File: config.mk
export PLATFORM = sky130hd
export DESIGN_NAME = bce_ctrl
export DESIGN_NICKNAME = d
export VERILOG_FILES = /design/src/rtl/assert_macros.svh /design/src/rtl/bce_pkg.sv /design/src/rtl/bce_ctrl.sv
export SDC_FILE = /design/constraint.sdc
export NUM_CORES = 1
export LEC_CHECK = 0
export BUFFER_PORTS_ARGS = -buffer_cell sky130_fd_sc_hd__buf_2
export CELL_PAD_IN_SITES_DETAIL_PLACEMENT = 1
export CELL_PAD_IN_SITES_GLOBAL_PLACEMENT = 2
export CORE_UTILIZATION = 30
export DETAILED_ROUTE_END_ITERATION = 10
export PLACE_DENSITY_LB_ADDON = 0.1
export RECOVER_POWER = 100
export SETUP_SLACK_MARGIN = 0.02
export SLEW_MARGIN = 30
export SYNTH_ARGS = -nofsm -noshare
export SYNTH_HDL_FRONTEND = slang
export SYNTH_SLANG_ARGS = --single-unit
File: constraint.sdc
create_clock -name clk -period 2.5 [get_ports clk]
set_input_delay 0.125 -clock clk [delete_from_list [all_inputs] [get_ports clk]]
set_output_delay 0.125 -clock clk [all_outputs]
set_load 0.01 [all_outputs]
File: src/rtl/assert_macros.svh
// Assertion macros shared by the RTL, clocked on clk; BCE_ASSERT is held off during reset.
`ifndef ASSERT_MACROS_SVH
`define ASSERT_MACROS_SVH

// Checked property, disabled while rst is high.
`define BCE_ASSERT(lbl, prop, msg) \
  lbl: assert property (@(posedge clk) disable iff (rst) prop) else $error(msg);

// Checked property that also holds through reset.
`define BCE_ASSERT_ALWAYS(lbl, prop, msg) \
  lbl: assert property (@(posedge clk) prop) else $error(msg);

`endif

File: src/rtl/bce_pkg.sv
// Types, constants and tables of the Bezier curve evaluator.
`timescale 1ns / 1ps

package bce_pkg;

  localparam int MAX_POINTS  = 16;
  localparam int T_FRAC_BITS = 16;

  localparam int PIDX_W  = $clog2(MAX_POINTS);
  localparam int CNT_W   = 5;
  localparam int COORD_W = 32;
  localparam int T_W     = T_FRAC_BITS + 1;
  // largest binomial for sixteen points is C(15,7) = 6435
  localparam int BINOM_W = 13;
  localparam int W_W     = BINOM_W + T_FRAC_BITS;
  localparam int PROD_W  = COORD_W + W_W + 1;
  localparam int ACC_W   = PROD_W + PIDX_W;
  localparam int RND_W   = ACC_W - T_FRAC_BITS;
  localparam int PADDR_W = 3;
  localparam int PDATA_W = 32;

  localparam logic [T_W-1:0] ONE_Q = T_W'(1) << T_FRAC_BITS;

  localparam logic MODE_LOAD   = 1'b0;
  localparam logic MODE_SAMPLE = 1'b1;

  localparam logic [PADDR_W-3:0] REG_POINT_COUNT = '0;

  typedef struct packed {
    logic                       mode;
    logic [3:0]                 point_index;
    logic signed [COORD_W-1:0]  point_x;
    logic signed [COORD_W-1:0]  point_y;
    logic [T_W-1:0]             param_t;
  } item_t;

  typedef struct packed {
    logic signed [COORD_W-1:0] curve_x;
    logic signed [COORD_W-1:0] curve_y;
  } result_t;

  typedef enum logic [2:0] {
    ST_IDLE,
    ST_POINT,
    ST_STEP,
    ST_PROD,
    ST_ACC,
    ST_ROUND,
    ST_DONE
  } bce_state_t;

  typedef struct packed {
    logic              ram_we;
    logic [PIDX_W-1:0] rd_idx;
    logic [PIDX_W-1:0] n_last;
    logic              load_t;
    logic              clear_acc;
    logic              load_w;
    logic              step_w;
    logic              sel_t;
    logic              take_prod;
    logic              accum;
    logic              round;
    logic              load_out;
  } cmd_t;

  typedef logic [MAX_POINTS-1:0][MAX_POINTS-1:0][BINOM_W-1:0] binom_tab_t;

  // Pascal's triangle, row r holds C(r, c)
  function automatic binom_tab_t build_binom();
    binom_tab_t tab;
    tab = '0;
    for (int r = 0; r < MAX_POINTS; r++) begin
      for (int c = 0; c <= r; c++) begin
        if (c == 0 || c == r) begin
          tab[r][c] = BINOM_W'(1);
        end else begin
          tab[r][c] = tab[r-1][c-1] + tab[r-1][c];
        end
      end
    end
    return tab;
  endfunction

  localparam binom_tab_t BINOM_TAB = build_binom();

endpackage

File: src/rtl/bce_ctrl.sv
// Sequencer of the evaluator: handshakes, point and factor counters, datapath commands.
`timescale 1ns / 1ps

module bce_ctrl (
  input  logic                        clk,
  input  logic                        rst,
  input  logic                        item_valid,
  input  logic                        item_mode,
  input  logic [3:0]                  item_index,
  input  logic [bce_pkg::CNT_W-1:0]   point_count,
  input  logic                        result_stall,
  output logic                        item_stall,
  output logic                        result_valid,
  output bce_pkg::cmd_t               cmd
);

  bce_pkg::bce_state_t state, state_next;

  logic [bce_pkg::PIDX_W-1:0] i, i_next;
  logic [bce_pkg::PIDX_W-1:0] k, k_next;
  logic [bce_pkg::CNT_W-1:0]  n, n_next;
  logic [bce_pkg::CNT_W-1:0]  n_clamped;
  logic                       accept;
  logic                       out_free;

  assign n_clamped = (point_count > bce_pkg::CNT_W'(bce_pkg::MAX_POINTS)) ?
                     bce_pkg::CNT_W'(bce_pkg::MAX_POINTS) : point_count;
  assign accept    = item_valid && !item_stall;
  assign out_free  = !result_valid || !result_stall;
  assign item_stall = (state != bce_pkg::ST_IDLE);

  always_ff @(posedge clk) begin
    if (rst) begin
      state        <= bce_pkg::ST_IDLE;
      result_valid <= 1'b0;
    end else begin
      state <= state_next;
      if (cmd.load_out) begin
        result_valid <= 1'b1;
      end else if (!result_stall) begin
        result_valid <= 1'b0;
      end
    end
  end

  always_ff @(posedge clk) begin
    i <= i_next;
    k <= k_next;
    n <= n_next;
  end

  always_comb begin
    state_next = state;
    i_next     = i;
    k_next     = k;
    n_next     = n;
    cmd        = '0;
    cmd.rd_idx = i;
    cmd.n_last = bce_pkg::PIDX_W'(n - bce_pkg::CNT_W'(1));

    case (state)
      bce_pkg::ST_IDLE: begin
        if (accept && item_mode == bce_pkg::MODE_LOAD) begin
          cmd.ram_we = ({1'b0, item_index} < 5'(bce_pkg::MAX_POINTS));
        end else if (accept) begin
          cmd.load_t    = 1'b1;
          cmd.clear_acc = 1'b1;
          i_next        = '0;
          n_next        = n_clamped;
          state_next    = (n_clamped == '0) ? bce_pkg::ST_ROUND : bce_pkg::ST_POINT;
        end
      end
      bce_pkg::ST_POINT: begin
        cmd.load_w = 1'b1;
        k_next     = '0;
        state_next = (n > bce_pkg::CNT_W'(1)) ? bce_pkg::ST_STEP : bce_pkg::ST_PROD;
      end
      bce_pkg::ST_STEP: begin
        // i factors of t first, then the rest of (1-t)
        cmd.step_w = 1'b1;
        cmd.sel_t  = (k < i);
        k_next     = k + 1'b1;
        if (bce_pkg::CNT_W'(k) + bce_pkg::CNT_W'(2) == n) begin
          state_next = bce_pkg::ST_PROD;
        end
      end
      bce_pkg::ST_PROD: begin
        cmd.take_prod = 1'b1;
        state_next    = bce_pkg::ST_ACC;
      end
      bce_pkg::ST_ACC: begin
        cmd.accum = 1'b1;
        if (bce_pkg::CNT_W'(i) + bce_pkg::CNT_W'(1) == n) begin
          state_next = bce_pkg::ST_ROUND;
        end else begin
          i_next     = i + 1'b1;
          state_next = bce_pkg::ST_POINT;
        end
      end
      bce_pkg::ST_ROUND: begin
        cmd.round  = 1'b1;
        state_next = bce_pkg::ST_DONE;
      end
      bce_pkg::ST_DONE: begin
        if (out_free) begin
          cmd.load_out = 1'b1;
          state_next   = bce_pkg::ST_IDLE;
        end
      end
      default: begin
        state_next = bce_pkg::ST_IDLE;
      end
    endcase
  end

endmodule

# [Yosys cells after proc, flatten, opt, wreduce, memory -nomap -nowiden]
# Index checks and enable logic that the tools add are counted.
[word_totals] ff_bits=17 elab_cells=71
[op_classes] n_addsub=5 magnitude_cmp=3 eq_ne=14 n_mux=28 n_bitwise=2 reduce_logical=14
[ops] op="one-hot mux 3 bit (7 select lines)" n=1
[ops] op="two-way mux 3 bit" n=6
[ops] op="one-hot mux 4 bit (2 select lines)" n=2
[ops] op="two-way mux 4 bit" n=3
[ops] op="two-way mux 1 bit" n=11
[ops] op="== test 5 bit" n=2
[ops] op="inequality test 2 bit, second input constant" n=5
[ops] op="== test 3 bit, second input constant" n=3
[ops] op="adder 4 x 1 -> 4 bit, second input constant" n=2
[ops] op="two-way mux 2 bit" n=4
[ops] op="AND reduction 4 bit" n=2
[ops] op="== test 3 x 2 -> 1 bit, second input constant" n=2
[ops] op="adder 4 x 1 -> 5 bit, second input constant" n=1
[ops] op="adder 4 x 2 -> 5 bit, second input constant" n=1
[ops] op="greater-than comparator 5 x 1 -> 1 bit, second input constant" n=1
[ops] op="greater-than comparator 5 bit, second input constant" n=1
[ops] op="logical NOT 5 bit" n=1
[ops] op="two-way mux 5 bit" n=1
[ops] op="< comparator 4 bit" n=1
[ops] op="nonzero test 2 bit" n=2
[ops] op="subtractor 4 x 1 -> 4 bit, second input constant" n=1
[ops] op="== test 3 x 1 -> 1 bit, second input constant" n=1
[ops] op="logical NOT 1 bit" n=3
[ops] op="logical NOT 3 bit" n=1
[ops] op="other kinds (6)" n=8

# [Longest topological paths before layout]
[depth] depth_word=7 mapped_depth=6

# [Worst setup path before layout]
# No wires, ideal clock.
[synth_path] path_kind="reg2reg" from="register i[0] (netlist bit)" to="register i[0] (netlist bit) (enable)" t_arrival_ns=1.558 required_time_ns=2.157 setup_slack_ns=0.599 stages_incl_launch_ff=7 n_path_buf=0 synth_period_minus_slack_ns=1.901 path_cell_list="edfxtp_1 ha_1 nand2_1 a221oi_1 o22a_1 nor2_1 o22ai_1"
[synth_via] elab_chain_len=4
[synth_lines] element="start, declared" line="bce_ctrl.sv:19" source="logic [bce_pkg::PIDX_W-1:0] i, i_next;"
[synth_lines] element="start signal, assigned" line="bce_ctrl.sv:47" source="i <= i_next;"
[synth_lines] element="adder 4 x 1 -> 5 bit" line="bce_ctrl.sv:93" source="if (bce_pkg::CNT_W'(i) + bce_pkg::CNT_W'(1) == n) begin"
[synth_lines] element="== test 5 bit" line="bce_ctrl.sv:93"
[synth_lines] element="inequality test 2 bit (no line)"
[synth_lines] element="AND reduction 4 bit (no line)"
# Every way passes these cells.
# A chain may end at the register's enable or synchronous reset.

# [Worst setup path in the final report]
[layout_path] from="register i[0] (netlist bit)" to="register i[2] (netlist bit) (enable)"
# Same word-level chain as after synthesis.

==> flow_metrics.py <==
metrics = {
    "status": {
        "status": "finished clean",
    },
    "logic_synthesis": {
        "synthesis.nets": 147,
        "seq_area_frac_synth": 0.398,
        "synth-edff-count": 13,
        "netlist_instances": 125,
        "syn_avg_cell_area_um2": 9.46,
        "synth.distinct_cells": 40,
        "yosys_most_used_dff": "edfxtp_1",
        "yosys_warnings": 0,
        "async_reset_ff_frac": 0,
        "syn-cell-area_mm2": 0.00118,
        "ys_ff_latch": 17,
    },
    "power": {
        "pwr-share-clk": 0.200,
        "p_sw_w": 0.000398,
        "p_comb_frac": 0.367,
        "sw_frac_of_total": 0.381,
        "seqPwrFrac": 0.434,
        "finalPower_w": 0.00104,
        "power.internal_w": 0.000647,
        "ir_drop_v": 0.000246,
        "p_per_area_mw_per_mm2": 762,
        "leakagePower_nw": 0.553,
    },
    "finish": {
        "register_area_um2": 470,
        "final_common_cell": "clkbuf_1",
        "n_antenna_cell": 0,
        "fin_util": 0.369,
        "multi_input_area_um2": 639,
        "fillers": 456,
        "final_layout_size_suffix_gt1_frac": 0.0993,
        "area_delta_synth_final_pct": 16.0,
        "final_cell_mix": "clkbuf_1 (22), nor2_1 (14), edfxtp_1 (13), inv_1 (10)",
        "nets": 174,
    },
    "floorplanning": {
        "die_area_mm2": 0.00420,
        "die_y_um": 64.8,
        "die_w_um": 64.8,
        "initial_core_util": 0.318,
        "pin_count": 34,
        "rows": 22,
        "core_area_mm2": 0.00372,
    },
    "clock_tree": {
        "cts.htree.levels": 1,
        "cts-root-buf": "clkbuf_8",
        "post_cts_buffers": 0,
        "clk_latency_ns": 0.25,
        "clkSinkCount": 17,
        "postCtsHoldBufs": 0,
        "post_cts_resized": 0,
        "clk_path_buf_depth": 2,
        "cts_tree": "yes",
        "cts_made_buffers": 3,
        "clk_pin_slew_ns": 0.07,
    },
    "timing": {
        "worst_slew_pin_slew_ns": 0.620,
        "setup_tns_ns": 0,
        "setup_violations": 0,
        "slew_headroom": 0.583,
        "finalMaxSlewViolations": 0,
        "min_period_over_period": 0.860,
        "hold_viol": 0,
        "rsz0062_at_grt": "false",
        "fin_crit_ns": 2.15,
        "max_freq_mhz": 465,
        "finClkSkew_ns": 0.00415,
    },
    "placed_design": {
        "routabilityCongestion": 0.744,
        "io_buffers": 29,
        "dp_hpwl_mm": 2.18,
    },
    "setup_path": {
        "cpPeakStageDelay_ns": 0.48,
        "crit_path_cell_trace": "ha_1 -> nand2_1 -> a221oi_1 -> o22a_1 -> nor2_1 -> o22ai_1",
        "crit_path_end_kind": "flip-flop",
        "path_delay_family": "compound AO/OA/AOI/OAI gates",
        "worst-path-buf-inv": 0,
        "crit_path_start_kind": "flip-flop",
        "critical_path_class": "flip-flop to flip-flop",
        "crit_required_ns": 2.40,
        "crit_fanout": 6,
        "slowest_stage": "edfxtp_1",
        "crit_arrival_ns": 2.05,
    },
    "drt": {
        "drt_iter0_drc": 24,
        "ant_nets": 0,
        "viasPerCell": 4.84,
        "num_vias": 964,
        "drt_wl_total_mm": 2.79,
        "drcViolationCount": 0,
        "wire_per_inst_um": 14.0,
        "drt-pass1-iter-count": 4,
    },
    "flow_run": {
        "cap_violations": 0,
    },
    "global_routing": {
        "grt_use_total": 0.147,
        "antenna_found_initial": 0,
        "grt_max_degree": 15,
        "grt.overflow.total": 0,
        "grt_pass1_wl_mm": 4.75,
        "grt_pass1_vias": 995,
    },
    "worst_hold_path": {
        "min_path_type": "input pin to flip-flop",
    },
}
-- worst paths after layout --
path                      from            to  slack (ns)  depth (start not counted)
setup / recovery          i[0]          i[2]        0.35                          6
hold / removal             rst      state[1]        0.09                          2
setup reg to reg          i[0]          i[2]        0.35                          6
hold reg to reg   result_valid  result_valid        0.55                          2
-- per-stage QoR --
step	std cells	area [um2]	hold WS, ns	worst slack [ns]
after CTS	199	1400	0.0933	0.316
after global placement	195	1350	0.358	0.454
after detailed placement	195	1350	0.365	0.326
after global routing	199	1370	0.101	0.161
final	199	1370	0.0928	0.350
after floorplan	125	1180	0.194	0.599
-- synth_stat cells (all sizes together) (2+ instances only) --
library cell	n	area, um2
a21o	3	22.5
a21oi	7	38.8
and3	3	18.8
buf	4	22.5
clkbuf	3	11.3
dfxtp	4	80.1
edfxtp	13	390
ha	8	100
inv	10	37.5
nand2	8	30.0
nand2b	2	12.5
nand3	2	10.0
nor2	14	52.6
nor2b	5	31.3
nor3	4	25.0
o21ai	3	15.0
xnor2	6	52.6
xor2	8	70.1
-- per-layer routing --
layer / global-route usage / vias to the layer above / routed length [um]
li1: - / 487 / -
met1: 0.193 / 454 / 1360
met2: 0.251 / 21 / 1320
met3: 0.0158 / 2 / 76
met4: 0.0417 / 0 / 21
met5: 0 / - / 0
-- kinds of logic after synthesis --
group                    count (synthesis)  share of synthesized area
flip-flops                              17                      0.398
XOR/XNOR                                15                      0.123
AO/OA/AOI/OAI                           23                      0.139
buffers and inverters                   17                     0.0603
adder cells (fa/ha/maj)                  8                     0.0847
AND/OR/NAND/NOR                         45                      0.196
-- final cells by class --
class	instances	area share
inverters	10	0.0274
multi-input cells	91	0.466
repair buffers	29	0.0867
flip-flops and latches	17	0.343
clock buffers	4	0.0328
well taps	48	0.0438
-- power by group through the flow --
stage / logic, W / registers (W) / clock network [W]
after floorplan: 0.000320 / 0.000418 / 0
after global placement: 0.000391 / 0.000460 / 0
after detailed placement: 0.000402 / 0.000461 / 0
after CTS: 0.000405 / 0.000454 / 0.000215
after global routing: 0.000438 / 0.000465 / 0.000225
final: 0.000383 / 0.000453 / 0.000209
-- registers in the layout (all words and copies together), names as in the netlist --
| name | flops |
|---|---|
| n | 5 |
| result_valid | 1 |
| state | 3 |
| k | 4 |
| i | 4 |
Note: power is estimated with default switching activity, not from simulation.
